[src/design/qfd_pkg.sv]
// package for the quadrature frequency discriminator
// holds beat payload types, the cordic vector type, register indexes and the arctangent table
// no dependencies
`default_nettype none

package qfd_pkg;

    // fixed field widths
    localparam int SAMPLE_BITS = 16;
    localparam int PROD_BITS   = 2 * SAMPLE_BITS;
    localparam int SUM_BITS    = PROD_BITS + 1;
    localparam int VEC_BITS    = SUM_BITS + 2;
    localparam int PHASE_BITS  = 16;
    localparam int CFG_BITS    = 16;
    localparam int OUT_BITS    = 20;

    // pre-rotation angles in turns
    localparam logic [PHASE_BITS-1:0] QUARTER_POS = 16'h4000;
    localparam logic [PHASE_BITS-1:0] QUARTER_NEG = 16'hC000;

    // configuration register indexes
    typedef enum logic [1:0] {
        REG_OFFSET = 2'd0,
        REG_GAIN   = 2'd1,
        REG_CLAMP  = 2'd2
    } qfd_reg_t;

    // input beat
    typedef struct packed {
        logic signed [SAMPLE_BITS-1:0] sample_i;
        logic signed [SAMPLE_BITS-1:0] sample_q;
    } qfd_in_t;

    // output beat
    typedef struct packed {
        logic signed [OUT_BITS-1:0] frequency_out;
        logic                       limited;
    } qfd_out_t;

    // vector handed from cell to cell
    typedef struct packed {
        logic                         valid;
        logic                         zero;
        logic signed [VEC_BITS-1:0]   x;
        logic signed [VEC_BITS-1:0]   y;
        logic [PHASE_BITS-1:0]        z;
    } qfd_vec_t;

    // arctangent of 2^-k in turns, Q0.16
    function automatic logic [PHASE_BITS-1:0] atan_turn(input int unsigned k);
        logic [PHASE_BITS-1:0] r;
        case (k)
            0:       r = 16'd8192;
            1:       r = 16'd4836;
            2:       r = 16'd2555;
            3:       r = 16'd1297;
            4:       r = 16'd651;
            5:       r = 16'd326;
            6:       r = 16'd163;
            7:       r = 16'd81;
            8:       r = 16'd41;
            9:       r = 16'd20;
            10:      r = 16'd10;
            11:      r = 16'd5;
            12:      r = 16'd3;
            13:      r = 16'd1;
            14:      r = 16'd1;
            default: r = 16'd0;
        endcase
        return r;
    endfunction

endpackage

`default_nettype wire

[src/design/qfd_cell.sv]
// one vectoring cordic micro-rotation, registered
// depends on qfd_pkg
`default_nettype none

module qfd_cell #(
    parameter int                                SHIFT = 0,
    parameter logic [qfd_pkg::PHASE_BITS-1:0]    ATAN  = 16'd8192
) (
    input  wire logic              aclk,
    input  wire logic              aresetn,
    input  wire logic              adv,
    input  wire qfd_pkg::qfd_vec_t vec_in,
    output qfd_pkg::qfd_vec_t      vec_out
);

    localparam int VB = qfd_pkg::VEC_BITS;

    logic signed [VB-1:0] xs;
    logic signed [VB-1:0] ys;
    logic                 y_pos;
    qfd_pkg::qfd_vec_t    vec_next;
    qfd_pkg::qfd_vec_t    vec_reg;

    assign xs    = vec_in.x >>> SHIFT;
    assign ys    = vec_in.y >>> SHIFT;
    assign y_pos = !vec_in.y[VB-1] && (vec_in.y != '0);

    // rotate toward the x axis and accumulate the angle
    always_comb begin
        vec_next = vec_in;
        if (y_pos) begin
            vec_next.x = vec_in.x + ys;
            vec_next.y = vec_in.y - xs;
            vec_next.z = vec_in.z + ATAN;
        end else begin
            vec_next.x = vec_in.x - ys;
            vec_next.y = vec_in.y + xs;
            vec_next.z = vec_in.z - ATAN;
        end
    end

    always_ff @(posedge aclk) begin
        if (!aresetn) begin
            vec_reg.valid <= 1'b0;
        end else if (adv) begin
            vec_reg.valid <= vec_next.valid;
        end
    end

    always_ff @(posedge aclk) begin
        if (adv) begin
            vec_reg.zero <= vec_next.zero;
            vec_reg.x    <= vec_next.x;
            vec_reg.y    <= vec_next.y;
            vec_reg.z    <= vec_next.z;
        end
    end

    assign vec_out = vec_reg;

endmodule

`default_nettype wire

[config.mk]
export PLATFORM = sky130hd
export DESIGN_NAME = qfd_cell
export DESIGN_NICKNAME = d
export VERILOG_FILES = /design/src/design/qfd_pkg.sv /design/src/design/qfd_cell.sv
export SDC_FILE = /design/constraint.sdc
export NUM_CORES = 1
export LEC_CHECK = 0
export ABC_AREA = 1
export BUFFER_PORTS_ARGS = -buffer_cell sky130_fd_sc_hd__buf_2
export CAP_MARGIN = 20
export CORE_MARGIN = 1
export CORE_UTILIZATION = 40
export DETAILED_ROUTE_END_ITERATION = 7
export HOLD_SLACK_MARGIN = 0.12
export PLACE_DENSITY_LB_ADDON = 0.05
export SLEW_MARGIN = 20
export SYNTH_ARGS = -nofsm -noshare
export SYNTH_HDL_FRONTEND = slang
export SYNTH_SLANG_ARGS = --single-unit
[constraint.sdc]
create_clock -name aclk -period 4.6 [get_ports aclk]
set_clock_uncertainty 0.05 [all_clocks]
set_input_delay 0.23 -clock aclk [delete_from_list [all_inputs] [get_ports aclk]]
set_output_delay 0.23 -clock aclk [all_outputs]
set_load 0.005 [all_outputs]
==> summary.txt <==
Drt
  – Antenna Nets Post-Route: 0
  – Routed wire length per instance: approximately 19 um
  – Routed via count divided by cell count: about 5.3
  – Post-detailed-route DRC marker count: 1
  – Final Routed Wirelength: about 42 mm
  – Number of DRC markers in iteration 0: approximately 1,300
  – Number of detailed-route iterations in the first pass: 8
  – Vias: around 11,000

Job
  – Max cap viols: 0

CTS
  – Maximum clock path buffer count: 2
  – Number of gates resized after CTS: 0
  – Sink Count: 87
  – Clock-pin transition on the worst setup and hold timing paths: approximately 0.07 ns
  – Clock buffer count from CTS: 9
  – Root buffer cell: clkbuf_16
  – Skew-Pair Late Insertion Delay: about 0.33 ns
  – Clock tree from TritonCTS: done
  – Number of buffers inserted for hold repair after clock tree synthesis: 16
  – # Post-CTS Setup Buffers: 0
  – CTS H-tree lvls: 3

Place
  – GP Congestion: 0.9936
  – Placement Setup Slack: roughly 1.6 ns
  – Post-detailed-placement half-perimeter wirelength: ~36 mm
  – Number of port buffers: around 180

Cells and area
  – Flip-flop count of the largest register after layout: slightly below 90
  – # diodes: 0
  – Nets: between 2,000 and 2,500
  – Synth-to-Final Area Change: 14.28%
  – Fraction of layout instances using a drive strength above 1: 0.1196

Timing
  – Min Clock Period, post-route: 2.675 ns
  – Setup repair after global routing missed its margin: false
  – Post-route clock period utilization: 0.5816
  – Count of endpoints failing hold in the final timing report: 0
  – Pins over their slew limit: 0
  – Worst Slack Setup Final: around 1.9 ns
  – Maximum clock frequency: roughly 370 MHz
  – Number of endpoints failing setup at the final stage: 0
  – Actual slew at the worst max-slew pin: 0.7892 ns
  – Setup TNS: 0 ns
  – Max transition margin: 0.4739

Floorplanning
  – I/O pin count: about 180
  – Die Y: ~160 um
  – Full die area: between 20,000 and 30,000 um^2
  – Standard-cell rows: just under 60
  – Core region area: between 20,000 and 30,000 um^2
  – Starting density of the core: 0.4115
  – Die width: between 150 and 200 um

Global routing
  – Global route total overflow: 0
  – Initial antenna violation count: 0
  – Vias in the first global route: 10,370
  – Global-route wire length before repair: approximately 61 mm
  – Maximum number of pins on one net before global-route repair: 69
  – Total routing usage reported by global routing: 0.3096

Pwr
  – Power density cells: about 260 nW/um^2
  – Highest ir drop seen on vdd: about 0.17 mV
  – Pleak: roughly 6.3 nW

Synth
  – Number of flip-flops and latches in the synthesized netlist: 87
  – Synth warn: 0
  – Most frequently used flop master after synthesis: edfxtp_1
  – Top cell types by occurrence after synthesis: 504 x nand2_1, 273 x inv_1, 148 x nand3_1
  – Proportion of synthesized flip-flops having asynchronous set or reset: 0
  – Number of cells produced by synthesis: roughly 1,600
  – Yosys top cell by area: edfxtp_1
  – Area share of the leading cell type in the synthesized netlist: 0.2464
  – Post-synthesis area per instance: about 6.4 um^2
  – Syn Std Cell Area: about 10,000 um^2
  – Portion of the post-synthesis area used by sequential elements: 0.2483
  – Most used standard cell by instance count after synthesis: nand2_1
  – EDFF count, synth: 86
  – Net count after synthesis: 1,842
  – Library cells used by synthesis: 38
  – Top post-synthesis cells by area: edfxtp_1 25%, nand2_1 18%, ha_1 12%

Status
  – Run status: complete, but fails checks
  – Failing checks: design-rule violations

Setup path
  – Worst setup path start: vec_in[42]
  – Launching point of the worst reg2reg path: vec_out[87]$_SDFFE_PN0P_
  – Data required time at the worst endpoint: about 4.6 ns
  – Maximum fanout count along the critical path: 68
  – Type of the worst setup path: in -> reg
  – Arrival time at the worst endpoint: about 2.7 ns
  – Kind of start point of the critical path: primary input
  – Type of destination of the critical path: flop

Worst hold path
  – Origin of the worst min-delay path: vec_in[13]
  – Worst min-delay path category: in -> reg
worst max-delay path: stages:
cell and delay (ns):
buf_2 0.17, nor4_1 0.68, nand4_1 0.29, o21bai_4 0.17
buf_4 0.61, nand3_1 0.27, o21ai_0 0.27
cell type report:
| type | instances | area [um^2] |
|---|---|---|
| flip-flops and latches | 87 | 2603 |
| multi-input cells | 1239 | 6565 |
| clock buffers | 9 | 225.2 |
| fillers | 2738 | 13490 |
| repair buffers | 199 | 1091 |
| inverters | 273 | 1025 |
| clock inverters | 7 | 56.30 |
| well taps | 330 | 412.9 |
worst paths after layout:
kind	endpoint	slack (ns)	cells past startpoint
max	vec_out[68]$_DFFE_PP_	1.92	7
max reg2reg	vec_out[87]$_SDFFE_PN0P_	3.33	3
min	vec_out[13]$_DFFE_PP_	0.15	2
min reg2reg	vec_out[87]$_SDFFE_PN0P_	1.06	3
where the power goes:
group | leakage, nW | switching, W | internal [W]
clock network | 0.132 | 0.000322 | 0.000372
registers | 0.848 | 0.0000277 | 0.00101
logic | 5.36 | 0.000932 | 0.000423
metal layers:
| metal | track usage | up-vias | routed length [um] |
|---|---|---|---|
| met2 | 0.4291 | 626 | 15970 |
| met3 | 0.05303 | 50 | 4229 |
| li1 | - | 5561 | - |
| met5 | 0 | - | 0 |
| met4 | 0.09512 | 0 | 1113 |
| met1 | 0.4769 | 5214 | 20270 |
per-stage QoR:
stage | instances | hold slack [ns] | power [W] | utilization | area [um^2]
finish | 2144 | 0.1463 | 0.003085 | 0.4702 | 11980
detailed placement | 2112 | 0.3584 | 0.002357 | 0.4529 | 11540
floorplan | 1645 | 0.2735 | 0.001841 | - | 10480
CTS | 2144 | 0.1422 | 0.003070 | 0.4702 | 11980
global route | 2144 | 0.1595 | 0.003268 | 0.4702 | 11980
global placement | 2112 | 0.3567 | 0.002357 | 0.4529 | 11540
cells in the final DEF, fill, tap and decap left out, types with 3 or more instances in the layout:
cell type and n:
nand2_1 504, inv_1 273, buf_2 177, nand3_1 148, nor2_1 138, a21oi_1 118
ha_1 102, o21ai_0 90, edfxtp_1 86, xor2_1 41, o21bai_1 22, nand4_1 19
dlygate4sd3_1 16, nor3_1 9, clkbuf_16 9, o21ai_1 8, buf_4 6, nand3b_1 4
and2_1 4, fa_1 4, nor4_1 3, nand2_2 3, nor2_2 3
cells by family (layout without fill, tap and decap cells):
logic type,count (synthesis),count (layout),share of synthesized area
simple gates,846,846,0.3364
buf+inv,319,488,0.1265
compound gates,245,245,0.1243
fa+ha+maj,106,106,0.1294
flops,87,87,0.2483
xor+xnor,42,42,0.03510
(Power assumes the default switching activity.)
