## src/design/qfd_pkg.sv

```systemverilog
// package for the quadrature frequency discriminator
// holds beat payload types, the cordic vector type, register indexes and the arctangent table
// no dependencies
`default_nettype none

package qfd_pkg;

    // fixed field widths
    localparam int SAMPLE_BITS = 16;
    localparam int PROD_BITS   = 2 * SAMPLE_BITS;
    localparam int SUM_BITS    = PROD_BITS + 1;
    localparam int VEC_BITS    = SUM_BITS + 2;
    localparam int PHASE_BITS  = 16;
    localparam int CFG_BITS    = 16;
    localparam int OUT_BITS    = 20;

    // pre-rotation angles in turns
    localparam logic [PHASE_BITS-1:0] QUARTER_POS = 16'h4000;
    localparam logic [PHASE_BITS-1:0] QUARTER_NEG = 16'hC000;

    // configuration register indexes
    typedef enum logic [1:0] {
        REG_OFFSET = 2'd0,
        REG_GAIN   = 2'd1,
        REG_CLAMP  = 2'd2
    } qfd_reg_t;

    // input beat
    typedef struct packed {
        logic signed [SAMPLE_BITS-1:0] sample_i;
        logic signed [SAMPLE_BITS-1:0] sample_q;
    } qfd_in_t;

    // output beat
    typedef struct packed {
        logic signed [OUT_BITS-1:0] frequency_out;
        logic                       limited;
    } qfd_out_t;

    // vector handed from cell to cell
    typedef struct packed {
        logic                         valid;
        logic                         zero;
        logic signed [VEC_BITS-1:0]   x;
        logic signed [VEC_BITS-1:0]   y;
        logic [PHASE_BITS-1:0]        z;
    } qfd_vec_t;

    // arctangent of 2^-k in turns, Q0.16
    function automatic logic [PHASE_BITS-1:0] atan_turn(input int unsigned k);
        logic [PHASE_BITS-1:0] r;
        case (k)
            0:       r = 16'd8192;
            1:       r = 16'd4836;
            2:       r = 16'd2555;
            3:       r = 16'd1297;
            4:       r = 16'd651;
            5:       r = 16'd326;
            6:       r = 16'd163;
            7:       r = 16'd81;
            8:       r = 16'd41;
            9:       r = 16'd20;
            10:      r = 16'd10;
            11:      r = 16'd5;
            12:      r = 16'd3;
            13:      r = 16'd1;
            14:      r = 16'd1;
            default: r = 16'd0;
        endcase
        return r;
    endfunction

endpackage

`default_nettype wire

```

## src/design/qfd_front.sv

```systemverilog
// front end: conjugate product with the previous sample and half-plane pre-rotation
// depends on qfd_pkg
`default_nettype none

module qfd_front (
    input  wire logic              aclk,
    input  wire logic              aresetn,
    input  wire logic              adv,
    input  wire logic              in_valid,
    input  wire qfd_pkg::qfd_in_t  in_data,
    output qfd_pkg::qfd_vec_t      vec_out
);

    localparam int SB = qfd_pkg::SAMPLE_BITS;
    localparam int PB = qfd_pkg::PROD_BITS;
    localparam int MB = qfd_pkg::SUM_BITS;
    localparam int VB = qfd_pkg::VEC_BITS;

    logic                 take;
    logic signed [SB-1:0] prev_i_reg;
    logic signed [SB-1:0] prev_q_reg;

    logic                 a_valid_reg;
    logic signed [PB-1:0] p_ii_reg;
    logic signed [PB-1:0] p_qq_reg;
    logic signed [PB-1:0] p_qi_reg;
    logic signed [PB-1:0] p_iq_reg;

    logic                 b_valid_reg;
    logic signed [MB-1:0] re_reg;
    logic signed [MB-1:0] im_reg;

    logic signed [VB-1:0] x0;
    logic signed [VB-1:0] y0;
    qfd_pkg::qfd_vec_t    vec_next;
    qfd_pkg::qfd_vec_t    vec_reg;

    assign take = in_valid & adv;

    // previous sample, updated on every accepted beat
    always_ff @(posedge aclk) begin
        if (!aresetn) begin
            prev_i_reg <= '0;
            prev_q_reg <= '0;
        end else if (take) begin
            prev_i_reg <= in_data.sample_i;
            prev_q_reg <= in_data.sample_q;
        end
    end

    // partial products
    always_ff @(posedge aclk) begin
        if (!aresetn) begin
            a_valid_reg <= 1'b0;
        end else if (adv) begin
            a_valid_reg <= in_valid;
        end
    end

    always_ff @(posedge aclk) begin
        if (take) begin
            p_ii_reg <= in_data.sample_i * prev_i_reg;
            p_qq_reg <= in_data.sample_q * prev_q_reg;
            p_qi_reg <= in_data.sample_q * prev_i_reg;
            p_iq_reg <= in_data.sample_i * prev_q_reg;
        end
    end

    // real and imaginary parts of current times conjugate of previous
    always_ff @(posedge aclk) begin
        if (!aresetn) begin
            b_valid_reg <= 1'b0;
        end else if (adv) begin
            b_valid_reg <= a_valid_reg;
        end
    end

    always_ff @(posedge aclk) begin
        if (adv) begin
            re_reg <= MB'(p_ii_reg) + MB'(p_qq_reg);
            im_reg <= MB'(p_qi_reg) - MB'(p_iq_reg);
        end
    end

    // turn the vector into the right half plane
    assign x0 = VB'(re_reg);
    assign y0 = VB'(im_reg);

    always_comb begin
        vec_next.valid = b_valid_reg;
        vec_next.zero  = (re_reg == '0) && (im_reg == '0);
        vec_next.x     = x0;
        vec_next.y     = y0;
        vec_next.z     = '0;
        if (x0[VB-1]) begin
            if (!y0[VB-1]) begin
                vec_next.x = y0;
                vec_next.y = -x0;
                vec_next.z = qfd_pkg::QUARTER_POS;
            end else begin
                vec_next.x = -y0;
                vec_next.y = x0;
                vec_next.z = qfd_pkg::QUARTER_NEG;
            end
        end
    end

    always_ff @(posedge aclk) begin
        if (!aresetn) begin
            vec_reg.valid <= 1'b0;
        end else if (adv) begin
            vec_reg.valid <= vec_next.valid;
        end
    end

    always_ff @(posedge aclk) begin
        if (adv) begin
            vec_reg.zero <= vec_next.zero;
            vec_reg.x    <= vec_next.x;
            vec_reg.y    <= vec_next.y;
            vec_reg.z    <= vec_next.z;
        end
    end

    assign vec_out = vec_reg;

endmodule

`default_nettype wire

```

## config.mk

```make
export PLATFORM = sky130hd
export DESIGN_NAME = qfd_front
export DESIGN_NICKNAME = d
export VERILOG_FILES = /design/src/design/qfd_pkg.sv /design/src/design/qfd_front.sv
export SDC_FILE = /design/constraint.sdc
export NUM_CORES = 2
export LEC_CHECK = 0
export BUFFER_PORTS_ARGS = -buffer_cell sky130_fd_sc_hd__buf_2
export CORE_UTILIZATION = 34
export CTS_CLUSTER_SIZE = 28
export DETAILED_ROUTE_END_ITERATION = 10
export PLACE_DENSITY_LB_ADDON = 0.25
export RECOVER_POWER = 50
export SLEW_MARGIN = 20
export SYNTH_ARGS = -nofsm -noshare
export SYNTH_HDL_FRONTEND = slang
export SYNTH_SLANG_ARGS = --single-unit
```

## constraint.sdc

```tcl
create_clock -name aclk -period 8.98 [get_ports aclk]
set_clock_uncertainty 0.15 [all_clocks]
set_input_delay 1.796 -clock aclk [delete_from_list [all_inputs] [get_ports aclk]]
set_output_delay 1.796 -clock aclk [all_outputs]
set_load 0.01 [all_outputs]
```

==> reports/qor.txt <==
Crit Path Category: primary input to flop
RSZ-0062 raised after global routing: false
violated checks: max-capacitance violations, max-slew violations
RePlAce Congestion: 0.874
clock slew at reported path FFs: 0.06 ns
Max Root-Sink Buffers: 3
Rows: 146
maximum capacitance violations: 5
worst hold path type: flop to flop
CTS Buf Count: 39
r2r setup slk: 0.76 ns
gr ovfl total: 0
Avg Cell Area, Syn: 9.59 µm²
post-synthesis cell type count: 73
Worst Setup EP: p_ii_reg[30]$_DFFE_PP_
Initial Util: 34.2%
number of flip-flops in the largest register: 74
placed insts: 7716
Skew-Pair Late Insertion Delay: 0.62 ns
final WL: 151 mm
Post-CTS Hold Buffers: 0
worst slack at placement: -0.115 ns
Worst Setup SP: in_data[31]
CTS tree: built
most common cell after layout, fill and taps aside: inv_1
Reg2Reg Capture Point: p_ii_reg[30]$_DFFE_PP_
number of port buffers: 109
Sink Count: 302
WL per Instance: 19.4 µm
Worst Path Required: 9.24 ns
H-tree depth: 2
worst hold slack: 0.364 ns
total track usage: 19.6%
Max Slew Vio Count: 336
Via density: 4.91
Nets: 7168
placed wire-length estimate: 122 mm
Die X-Extent: 401 µm
layout cell share with drive strength beyond 1: 4.25%
CP Data Arrival Time: 8.78 ns
critical path capture point type: flop
largest fanout on the critical path: 21
core area: 158000 µm²
P&R area growth vs syn: 8.25%
vias in the first global route: 41600
Root Buffer: clkbuf_16
Post-route DRC: 0
die area: 161000 µm²
antenna violations before repair: 16
Pleak: 28.2 nW
status: finished with violations
Post-synth EDFFs: 267
Ports: 124
crit path launch type: primary input
Setup WS post-layout: 0.451 ns
drt first pass iters: 7
Slew headroom: -162%
Pwr Total: 10.5 mW
Mapped Area: 54200 µm²
Mapped Cells: 5652
Post-Layout Cell Count: 7791
total number of vias: 38200
first-pass GRT wire length: 244 mm
Post-CTS Setup Repair Bufs: 0
crit path time final: 8.53 ns
largest net degree at the start of global routing: 97
Worst IR Drop VDD: 0.144 mV
number of synthesized register bits: 302
Final period util: 95.0%
f_max: 117 MHz
Die Y: 401 µm
Reg2Reg Depth: 19
Tightest Pin Transition: 3.92 ns
register area share after synthesis: 16.1%
most frequent cells in the layout: inv_1 (1216), fa_1 (1050), nand2_1 (623)
Main synth FF type: edfxtp_1
Yosys warnings: 0
DRT antenna net count: 0
Reg-to-Reg Start: prev_i_reg[1]$_SDFFE_PN0P_
detailed router's first-iteration violation count: 2181
pwr dens: 179 nW/µm²
Async SR Flop Fraction: 0%
final hold vios: 0
post-cts gate resize count: 0
Setup Viol. Count Final: 0
[critical path: stages]
cell and delay (ns):
buf_2 0.45, nand2_1 0.20, inv_1 0.16, fa_1 0.57
fa_1 0.78, inv_1 0.22, fa_1 0.50, fa_1 0.58
fa_1 0.43, fa_1 0.50, inv_1 0.05, ha_1 0.33
a21o_1 0.20, a21oi_1 0.48, o2111ai_1 0.18, o21ai_0 0.70
o211ai_1 0.22, a21oi_1 0.21, xnor2_1 0.21
[kinds of logic (layout without fill, tap and decap cells)]
logic type,Yosys count,in the layout,share of synthesized area (%)
AO/OA/AOI/OAI,605,605,7.32
XOR/XNOR,238,238,3.85
adder cells (fa/ha/maj),1446,1446,47.9
buffers and inverters,1466,1514,10.3
flip-flops,302,302,16.1
multiplexers,16,16,0.314
other,1,20,0.00692
AND/OR/NAND/NOR,1578,1578,14.2
[stage by stage]
stage	utilization, %	setup TNS (ns)	area [µm²]
after floorplan	-	0	54200
after global placement	36.3	-0.0118	57400
after detailed placement	36.3	-0.115	57400
after CTS	37.1	0	58800
after global routing	37.1	0	58600
final	37.1	0	58600
[power by group]
part | switching (mW) | total, mW | leakage (nW) | internal, mW
Sequential | 0.387 | 2.61 | 2.86 | 2.22
Clock | 0.715 | 1.72 | 0.662 | 1.01
Combinational | 3.78 | 6.18 | 24.7 | 2.40
[Yosys cell counts, drive strengths merged (9+ instances only)]
master   count  area, µm²
a211oi      26        195
a21boi      46        345
a21o        51        383
a21oi      185        926
a31oi       11       68.8
and2       504       3150
and3        16        100
buf         17        116
clkbuf     232        871
dfxtp       35        701
edfxtp     267       8020
fa        1050      21000
ha         396       4950
inv       1217       4570
nand2      623       2340
nand2b      35        219
nand3       25        125
nand4       11       68.8
nor2       238        893
nor2b       18        113
nor3        47        235
nor4        14        115
o2111ai      9       78.8
o211ai      16        120
o21a        38        285
o21ai       97        485
o21bai      15        113
o31a         9       78.8
o31ai       20        150
o41ai       11        111
or2          9       58.8
or3         11       68.8
or4         11       90.1
xnor2      157       1380
xor2        81        709
[area by class of cell]
| class | instances | area (µm²) |
|---|---|---|
| flip-flops and latches | 302 | 8730 |
| repair buffers | 227 | 1400 |
| inverters | 1217 | 4570 |
| fillers | 16200 | 99500 |
| clock inverters | 21 | 318 |
| diodes | 4 | 10.0 |
| clock buffers | 49 | 1080 |
| well taps | 2072 | 2590 |
| multi-input cells | 3899 | 40000 |
[layer usage]
metal | track usage, % | vias up | share of wire (%) | routed length (µm)
li1 | - | 17400 | - | -
met1 | 26.0 | 19600 | 44 | 66100
met2 | 32.5 | 1001 | 47 | 70600
met3 | 1.94 | 198 | 4.8 | 7250
met4 | 8.36 | 10 | 4.9 | 7390
met5 | 0 | - | 0.041 | 62
[worst min path at each step]
| stage | start | endpoint | slack (ns) | depth (start not counted) |
|---|---|---|---|---|
| after floorplan | re_reg[32]$_DFFE_PP_ | vec_out[14]$_SDFFCE_PN0P_ | 0.27 | 0 |
| after global placement | a_valid_reg$_SDFFE_PN0P_ | a_valid_reg$_SDFFE_PN0P_ | 0.33 | 2 |
| after detailed placement | b_valid_reg$_SDFFE_PN0P_ | b_valid_reg$_SDFFE_PN0P_ | 0.36 | 2 |
| final | a_valid_reg$_SDFFE_PN0P_ | a_valid_reg$_SDFFE_PN0P_ | 0.36 | 2 |
| after CTS | a_valid_reg$_SDFFE_PN0P_ | a_valid_reg$_SDFFE_PN0P_ | 0.38 | 2 |
| after global routing | b_valid_reg$_SDFFE_PN0P_ | b_valid_reg$_SDFFE_PN0P_ | 0.39 | 2 |
(Power assumes the default switching activity.)
