`config.mk`:
```
export PLATFORM = sky130hd
export DESIGN_NAME = qfd_back
export DESIGN_NICKNAME = d
export VERILOG_FILES = /design/src/design/qfd_pkg.sv /design/src/design/qfd_back.sv
export SDC_FILE = /design/constraint.sdc
export NUM_CORES = 1
export LEC_CHECK = 0
export BUFFER_PORTS_ARGS = -buffer_cell sky130_fd_sc_hd__buf_4
export CAP_MARGIN = 30
export CORE_MARGIN = 2
export CORE_UTILIZATION = 32
export CTS_CLUSTER_SIZE = 24
export DETAILED_ROUTE_END_ITERATION = 10
export PLACE_DENSITY = 0.6
export SYNTH_ARGS = -nofsm -noshare
export SYNTH_HDL_FRONTEND = slang
export SYNTH_SLANG_ARGS = --single-unit
```
`constraint.sdc`:
```
create_clock -name aclk -period 18.35 [get_ports aclk]
set_input_delay 0 -clock aclk [delete_from_list [all_inputs] [get_ports aclk]]
set_output_delay 0 -clock aclk [all_outputs]
set_load 0.01 [all_outputs]
```
`src/design/qfd_pkg.sv`:
```
// package for the quadrature frequency discriminator
// holds beat payload types, the cordic vector type, register indexes and the arctangent table
// no dependencies
`default_nettype none

package qfd_pkg;

    // fixed field widths
    localparam int SAMPLE_BITS = 16;
    localparam int PROD_BITS   = 2 * SAMPLE_BITS;
    localparam int SUM_BITS    = PROD_BITS + 1;
    localparam int VEC_BITS    = SUM_BITS + 2;
    localparam int PHASE_BITS  = 16;
    localparam int CFG_BITS    = 16;
    localparam int OUT_BITS    = 20;

    // pre-rotation angles in turns
    localparam logic [PHASE_BITS-1:0] QUARTER_POS = 16'h4000;
    localparam logic [PHASE_BITS-1:0] QUARTER_NEG = 16'hC000;

    // configuration register indexes
    typedef enum logic [1:0] {
        REG_OFFSET = 2'd0,
        REG_GAIN   = 2'd1,
        REG_CLAMP  = 2'd2
    } qfd_reg_t;

    // input beat
    typedef struct packed {
        logic signed [SAMPLE_BITS-1:0] sample_i;
        logic signed [SAMPLE_BITS-1:0] sample_q;
    } qfd_in_t;

    // output beat
    typedef struct packed {
        logic signed [OUT_BITS-1:0] frequency_out;
        logic                       limited;
    } qfd_out_t;

    // vector handed from cell to cell
    typedef struct packed {
        logic                         valid;
        logic                         zero;
        logic signed [VEC_BITS-1:0]   x;
        logic signed [VEC_BITS-1:0]   y;
        logic [PHASE_BITS-1:0]        z;
    } qfd_vec_t;

    // arctangent of 2^-k in turns, Q0.16
    function automatic logic [PHASE_BITS-1:0] atan_turn(input int unsigned k);
        logic [PHASE_BITS-1:0] r;
        case (k)
            0:       r = 16'd8192;
            1:       r = 16'd4836;
            2:       r = 16'd2555;
            3:       r = 16'd1297;
            4:       r = 16'd651;
            5:       r = 16'd326;
            6:       r = 16'd163;
            7:       r = 16'd81;
            8:       r = 16'd41;
            9:       r = 16'd20;
            10:      r = 16'd10;
            11:      r = 16'd5;
            12:      r = 16'd3;
            13:      r = 16'd1;
            14:      r = 16'd1;
            default: r = 16'd0;
        endcase
        return r;
    endfunction

endpackage

`default_nettype wire

```
`src/design/qfd_back.sv`:
```
// back end: offset, gain, rounding to Q7.12, clamp or saturation, output register
// depends on qfd_pkg
`default_nettype none

module qfd_back (
    input  wire logic                              aclk,
    input  wire logic                              aresetn,
    input  wire logic                              adv,
    input  wire qfd_pkg::qfd_vec_t                 vec_in,
    input  wire logic signed [qfd_pkg::CFG_BITS-1:0] offset_turns,
    input  wire logic signed [qfd_pkg::CFG_BITS-1:0] gain,
    input  wire logic                              clamp_enable,
    output logic                                   out_valid,
    output qfd_pkg::qfd_out_t                      out_data
);

    localparam int HB = qfd_pkg::PHASE_BITS;
    localparam int DB = HB + 1;
    localparam int PB = DB + qfd_pkg::CFG_BITS;
    localparam int RB = PB + 1;
    localparam int VB = RB - 12;
    localparam int OB = qfd_pkg::OUT_BITS;

    localparam logic signed [RB-1:0] HALF_LSB  = RB'(2048);
    localparam logic signed [VB-1:0] CLAMP_POS = VB'(4096);
    localparam logic signed [VB-1:0] CLAMP_NEG = -VB'(4096);
    localparam logic signed [VB-1:0] SAT_POS   = VB'((1 << (OB - 1)) - 1);
    localparam logic signed [VB-1:0] SAT_NEG   = -VB'(1 << (OB - 1));

    logic signed [HB-1:0] phase;
    logic signed [DB-1:0] diff;
    logic                 mul_valid_reg;
    logic signed [PB-1:0] prod_reg;
    logic signed [RB-1:0] rounded;
    logic signed [VB-1:0] v;
    qfd_pkg::qfd_out_t    out_next;
    logic                 out_valid_reg;
    qfd_pkg::qfd_out_t    out_reg;

    // phase minus offset, then gain
    assign phase = vec_in.zero ? '0 : $signed(vec_in.z);
    assign diff  = DB'(phase) - DB'(offset_turns);

    always_ff @(posedge aclk) begin
        if (!aresetn) begin
            mul_valid_reg <= 1'b0;
        end else if (adv) begin
            mul_valid_reg <= vec_in.valid;
        end
    end

    always_ff @(posedge aclk) begin
        if (adv) begin
            prod_reg <= diff * gain;
        end
    end

    // round half up to Q7.12 and limit
    assign rounded = RB'(prod_reg) + HALF_LSB;
    assign v       = rounded[RB-1:12];

    always_comb begin
        out_next.frequency_out = v[OB-1:0];
        out_next.limited       = 1'b0;
        if (clamp_enable) begin
            if (v > CLAMP_POS) begin
                out_next.frequency_out = CLAMP_POS[OB-1:0];
                out_next.limited       = 1'b1;
            end else if (v < CLAMP_NEG) begin
                out_next.frequency_out = CLAMP_NEG[OB-1:0];
                out_next.limited       = 1'b1;
            end
        end else begin
            if (v > SAT_POS) begin
                out_next.frequency_out = SAT_POS[OB-1:0];
                out_next.limited       = 1'b1;
            end else if (v < SAT_NEG) begin
                out_next.frequency_out = SAT_NEG[OB-1:0];
                out_next.limited       = 1'b1;
            end
        end
    end

    // output register, holds while the beat is stalled
    always_ff @(posedge aclk) begin
        if (!aresetn) begin
            out_valid_reg <= 1'b0;
        end else if (adv) begin
            out_valid_reg <= mul_valid_reg;
        end
    end

    always_ff @(posedge aclk) begin
        if (adv) begin
            out_reg <= out_next;
        end
    end

    assign out_valid = out_valid_reg;
    assign out_data  = out_reg;

endmodule

`default_nettype wire
```
==> results of run 1 <==
cells by family (layout without fill, tap and decap cells):
family,after synthesis,in the layout
buffers and inverters,390,437
adder cells (fa/ha/maj),374,374
AO/OA/AOI/OAI,132,132
AND/OR/NAND/NOR,485,485
other,0,1
XOR/XNOR,51,51
flip-flops,45,45
multiplexers,8,8
cells in the final DEF, fill, tap and decap left out, types with 21 or more instances in the layout:
| master | Yosys | routed |
|---|---|---|
| sky130_fd_sc_hd__xnor2_1 | 40 | 33 |
| sky130_fd_sc_hd__fa_1 | 276 | 276 |
| sky130_fd_sc_hd__and2_1 | 111 | 111 |
| sky130_fd_sc_hd__nor3_1 | 21 | 21 |
| sky130_fd_sc_hd__a21oi_1 | 31 | 31 |
| sky130_fd_sc_hd__nand2_1 | 161 | 161 |
| sky130_fd_sc_hd__buf_4 | 0 | 85 |
| sky130_fd_sc_hd__nand3_1 | 30 | 30 |
| sky130_fd_sc_hd__ha_1 | 98 | 98 |
| sky130_fd_sc_hd__edfxtp_1 | 43 | 43 |
| sky130_fd_sc_hd__nor2b_1 | 43 | 43 |
| sky130_fd_sc_hd__o21ai_0 | 31 | 31 |
| sky130_fd_sc_hd__inv_1 | 342 | 342 |
| sky130_fd_sc_hd__nor2_1 | 57 | 56 |
per-stage QoR:
stage / setup WS [ns] / std cells / cell area (µm²) / hold slack, ns / utilization [%]
after detailed placement: 9.28 / 2061 / 14600 / 0.227 / 35.1
final: 9.53 / 2072 / 14800 / 0.106 / 35.5
after global routing: 8.95 / 2071 / 14800 / 0.155 / 35.5
after global placement: 9.36 / 2061 / 14600 / 0.221 / 35.1
after CTS: 9.58 / 2071 / 14800 / 0.101 / 35.5
after floorplan: 10.24 / 1485 / 13500 / 0.112 / -
metal layers:
layer,share of wire [%],GRT usage (%)
met5,0,0
met4,1.3,2.44
met1,45,20.1
met3,3.8,1.41
met2,50,27.2
final timing paths:
| kind | start | end | cells past startpoint |
|---|---|---|---|
| setup / recovery | vec_in[86] | prod_reg[32] | 31 |
| setup reg to reg | prod_reg[11] | out_data[0] | 9 |
| hold / removal | clamp_enable | out_data[19] | 3 |
| hold reg to reg | out_valid | out_valid | 2 |
worst reg2reg max path: stages (launching register included):
cell                       delay (ns)
sky130_fd_sc_hd__edfxtp_1        0.40
sky130_fd_sc_hd__ha_1            0.36
sky130_fd_sc_hd__nand3_1         0.12
sky130_fd_sc_hd__nor2_1          0.28
sky130_fd_sc_hd__mux2_2          0.38
sky130_fd_sc_hd__o21ai_0         0.14
sky130_fd_sc_hd__nand3_1         0.09
sky130_fd_sc_hd__o41a_1          0.33
sky130_fd_sc_hd__o311a_1         0.51
sky130_fd_sc_hd__nand2b_1        0.23
layout make-up:
| class | count | area (µm²) |
|---|---|---|
| Multi-Input combinational cell | 1050 | 10700 |
| Clock buffer | 5 | 125 |
| Timing Repair Buffer | 87 | 658 |
| Tap cell | 539 | 674 |
| Antenna cell | 1 | 2.50 |
| Sequential cell | 45 | 1330 |
| Inverter | 342 | 1280 |
| Fill cell | 4277 | 26900 |
| Clock inverter | 3 | 21.3 |
==> summary.md, run 1 <==
The flow ran to the end, and the final reports show no timing, DRC or antenna violations. Based on the critical path, the design can be clocked at up to 113 MHz. Clock-pin slew was measured on the worst setup and hold paths at 0.06 ns. The number of nets produced by synthesis is 1983, and the peak per-stage delay on the critical path is 0.64 ns. The area share of xor/xnor cells in the synthesized design came out at 3.31%.

Startpoint-to-endpoint class of the critical path: input port to register. The run gives 0 as the count of pins over their slew limit. The final estimated routing congestion in global placement is 0.841, and the wire length of the first global-routing pass is 53.4 mm.

Dividing the detail-routed via count by the number of cells gives 4.77. During I/O placement, the number of pins put on the boundary was 146. After synthesis the cells add up to 0.0135 mm².

First-iteration detailed-routing DRC count: 381. The run gives 0 as the number of antenna violations at the first check in global routing. In the synthesized netlist the async set-or-reset flop fraction comes to 0%. The post-synthesis compound-gate area fraction was 6.58%; the area share of fa/ha/maj cells after synthesis was 50.1%. Via count of the first global-routing pass: 10700. Global routing used 15.1% of the available tracks. The placeable core region is 0.0418 mm², and the aggregate global routing overflow is 0. In this run the horizontal extent of the chip is 209 µm. After detailed routing, the average wire length per cell comes to 15.2 µm. The setup clock skew after layout was 0.00488 ns; the setup slack on the worst flop-to-flop path was 15.26 ns. Detailed placement ended at an HPWL of 25.5 mm. For this configuration, the core starts out at a cell density of 32.3%.

The die extent in y came out at 209 µm. Counting stages on the worst path, the most repeated cell is sky130_fd_sc_hd__fa_1. Counting instances in the post-synthesis netlist gives the leading cell types as sky130_fd_sc_hd__inv_1 (342), sky130_fd_sc_hd__fa_1 (276), sky130_fd_sc_hd__nand2_1 (161).

The floorplan die area came out at 0.0438 mm². The post-synthesis simple-gate area fraction is 18.5%. The total count of hold-check failures in the final report was 0; the number of nets at the end of the flow was 2029.

Ranked by total cell area, the synthesized netlist is headed by sky130_fd_sc_hd__fa_1 (41%), sky130_fd_sc_hd__edfxtp_1 (9.6%), sky130_fd_sc_hd__inv_1 (9.5%). The tool flagged a number of max-cap violations equal to 0. The number of flip-flops under the largest register name is 22.

Main combinational cell family by area after synthesis: adder cells. The final critical path takes up 48.1% of the cycle. Summing the sequential cell areas from Yosys gives 9.88% of the chip area. Clock tree synthesis selected as its root buffer the cell sky130_fd_sc_hd__clkbuf_16.

The number of endpoints failing setup at the final stage is 0. Adding up every negative setup slack in the final design gives 0 ns. Fraction of layout cells with a size suffix above 1: 8.49%. TritonCTS built the clock tree. Yosys mapped a number of flops with a built-in enable equal to 43. In this run the worst path has a maximum fanout of 16.

The number of register bits inferred by synthesis is 45. The routed layout has 9888 vias. For the number of warnings reported in the yosys synthesis log, the log shows 0. Cell type with the highest aggregate area in the netlist: sky130_fd_sc_hd__fa_1. Main flop type after synthesis: sky130_fd_sc_hd__edfxtp_1. Once the clock tree was built, the resizer swapped 0 gates to a different size. Number of design rule violations left after detail routing: 0.

The number of setup buffers added after CTS was 0; the number of port buffers was 75. The area share of the largest cell type after synthesis works out to 41.0%. Number of standard cells after synthesis: 1485. The clock period minus final worst setup slack was 8.82 ns; the count of antenna-violating nets left after detailed routing was 0. For the number of standard-cell rows in the floorplan, the log shows 75.

At the worst endpoint, the required time is 18.35 ns. The number of distinct library cells after synthesis is 68, and the post-cts hold buffer count is 2. The clock net sink count was 45.

The worst-path cell with the longest stage delay was sky130_fd_sc_hd__a2111oi_1. The run gives 0.29 ns as the clock insertion delay at the later pin of the skew report. Cell class contributing the biggest share of worst-path delay: adder cells. The number of buffers and inverters on the critical path is 5. For the maximum clock insertion buffer count, the log shows 2. Headroom to the max-slew limit came out at 28.5%. For the worst setup path, the data arrival time is 8.82 ns. After detailed routing, the total wire length is 31.6 mm.

Setup repair after global routing left no endpoint under its margin. For the pin with the worst max-slew slack, the measured transition is 1.07 ns. Most repeated cell in the gate-level netlist after synthesis: sky130_fd_sc_hd__inv_1. Before antenna repair, the detailed router went through 5 iterations. The tightest min-delay check is of the input port to register type. Synthesized area per cell: 9.08 µm². For the total CTS buffers, the log shows 5. The category of the worst setup path capture point is a register. The kind of launch point of the worst setup path was an input port. After synthesis, the share of cell area in mux cells is 0.622%. From synthesis to final layout, the design area changed by 9.93%. The H-tree was split into 2 levels. Entering global routing, the biggest net connects 46 pins.
Power of run 1 is not shown: default switching activity piles up to over one toggle a cycle in this logic, so the estimate is an artifact.
==> run 2, diff against run 1 <==
Clock period 18.35 ns to 8.17 ns, I/O delays scaled along.
==> run 2 against run 1 <==
Sequential share of layout area down 0.27 points; global-route usage down 0.12 points; utilization increased by 1.1 points; clock skew grew 0.0033 ns; flip-flop and latch count stayed put; via count increased by 1.5%; worst hold slack worse by 0.0048 ns; first-iteration DRC count is 7.6% higher; register-to-register slack worse by 10 ns; critical path depth increased by 3; highest routed layer unchanged.
==> summary.md, run 2 (synthesis results as in run 1) <==
The flow ran to the end, and the final reports show no timing, DRC or antenna violations. The count of pins over their slew limit is 0, and the clock insertion delay at the later pin of the skew report is 0.29 ns. Cells with a size suffix above 1 make up 11.8% of the layout.

The floorplan has 75 rows. The dominant cell type by count on the critical path was sky130_fd_sc_hd__fa_1. 146 I/O pins were placed. The clock transition at the register clock pins on the worst setup and hold paths after CTS is 0.06 ns, and the total detailed-routing wirelength is 30.8 mm.

The number of antenna violations at the first check in global routing is 0. The total inserted antenna cells was 0; the max-capacitance violation count was 0. Count of antenna-violating nets left after detailed routing: 0.

In the layout the commonest cells are sky130_fd_sc_hd__inv_1 (342), sky130_fd_sc_hd__fa_1 (276), sky130_fd_sc_hd__nand2_1 (161), sky130_fd_sc_hd__buf_4 (140), sky130_fd_sc_hd__and2_1 (111). No sink is reached through more buffers than the 2 on the longest clock path. Across all setup checks in the final design, the least slack found is 0.471 ns. The worst-path cell with the longest stage delay is sky130_fd_sc_hd__fa_1. The initial core utilization came out at 32.3%. For this run the aggregate overflow at the end of global routing stands at 0. The number of filler instances in the final layout was 4246. STA classifies the critical path startpoint as an input port. The region available for standard cell placement spans 0.0418 mm². The final layout contains 2085 nets. Subtracting the final worst setup slack from the clock period gives 7.70 ns. The run gives 0.860 as the final estimated routing congestion in global placement. Entering global routing, the biggest net connects 46 pins.

The critical path is of the input port to register type. The total count of hold-check failures in the final report was 0. The setup clock skew after layout is 0.00819 ns. Counting the buffers created by CTS gives 5. The floorplan step defined a die boundary enclosing 0.0438 mm². The H-tree was split into 2 levels. The largest single stage delay on the critical path is 0.55 ns. On the final layout, the worst hold slack is 0.102 ns. Summed over all nets, the half-perimeter wirelength after detailed placement is 26.1 mm.

The post-layout utilization of the core is 36.6%, and the clock net sink count is 45. The register with the most flip-flops in the layout has 22 of them. The wire length of the first global-routing pass is 53.8 mm, and the worst-path maximum fanout is 10.

The die extent in y works out to 209 µm. TritonCTS built the clock tree. The tools report the vias after detailed routing as 10000. Data on the critical path is required at its endpoint by 8.21 ns.

The tree is rooted in a sky130_fd_sc_hd__clkbuf_16. Leaving out fill and tap cells, the most frequent cell in the layout is sky130_fd_sc_hd__inv_1. For the maximum clock frequency, the log shows 130 MHz. Arrival time reported for the critical path endpoint: 7.74 ns. The die is 209 µm wide.

Setup repair after global routing left no endpoint under its margin. The number of port buffers works out to 75. The min-delay analysis places its worst path in the category input port to register. The first routing iteration left 410 violations. In this run the tightest slew margin relative to its limit is 50.9%. The area growth from synthesis to layout is 13.3%. Worst slack at placement: -0.152 ns. After detailed routing, the average wire length per cell comes to 14.5 µm. In the routed layout, each cell is associated on average with a via count of 4.72.

The worst setup path is captured at a register. The number of endpoints failing setup at the final stage is 0. At the pin with the least slew margin, the transition time is 0.736 ns. After detailed routing, the number of remaining DRC violations is 0. The overall routing resource usage is 15.0%, and the via count of the first global-routing pass is 10900.

The first detailed-routing pass ran for 5 iterations. The share of the clock period used by the worst path after layout came out at 94.2%.
-- run 2: cell types whose count changed in the layout (fill, tap and decap cells not counted), sizes merged --
cell and delta:
bufinv +1, inv -1, clkbuf +1, buf +56
diode -1, clkinvlp -1
-- run 2: layout make-up --
class,instances,area [µm²],area share [%]
Sequential cell,45,1330,8.72
Clock buffer,6,129,0.844
Multi-Input combinational cell,1050,10700,70.2
Inverter,342,1280,8.41
Timing Repair Buffer,143,1090,7.14
Tap cell,539,674,4.42
Clock inverter,2,35.0,0.229
-- run 2: path summary, 6_finish.rpt --
kind	start	end	slack, ns	cells after the start
worst min-delay path	clamp_enable	out_data[13]	0.10	3
worst min register to register	mul_valid_reg	out_valid	0.51	2
worst max register to register	prod_reg[25]	out_data[0]	5.07	8
worst max-delay path	vec_in[86]	prod_reg[27]	0.47	34
-- run 2: timing repair --
item / in CTS / in global routing
endpoints found under the setup margin: 0 / 11
hold buffers: 2 / 0
gates resized for setup: 0 / 13
buffers inserted: 0 / 1
endpoints found under the hold margin: 2 / 0
-- run 2: metrics by stage --
stage	setup TNS, ns	std cells	cell area (µm²)
3_5_place_dp	-0.408	2116	15000
4_1_cts	0	2126	15200
2_1_floorplan	0	1485	13500
3_3_place_gp	-0.0677	2116	15000
6_report	0	2127	15300
5_1_grt	0	2127	15300
-- run 2: worst max-delay path, delay by kind of cell --
| kind | cells | cell delay (ns) |
|---|---|---|
| adders and majority gates | 9 | 4.04 |
| AOI/OAI and AO/OA | 10 | 1.93 |
| buffers and inverters | 8 | 0.84 |
| and+or+nand+nor | 5 | 0.70 |
| xor gates and xnor gates | 2 | 0.21 |
-- run 2: per-layer routing --
metal / global-route usage (%) / share of wire [%] / vias to the layer above
met4: 2.24 / 1.1 / 0
met2: 26.3 / 49 / 209
met5: 0 / 0 / -
met3: 1.38 / 4.0 / 26
met1: 20.6 / 46 / 5065
li1: - / - / 4739
Power of run 2 is left out for the same reason.
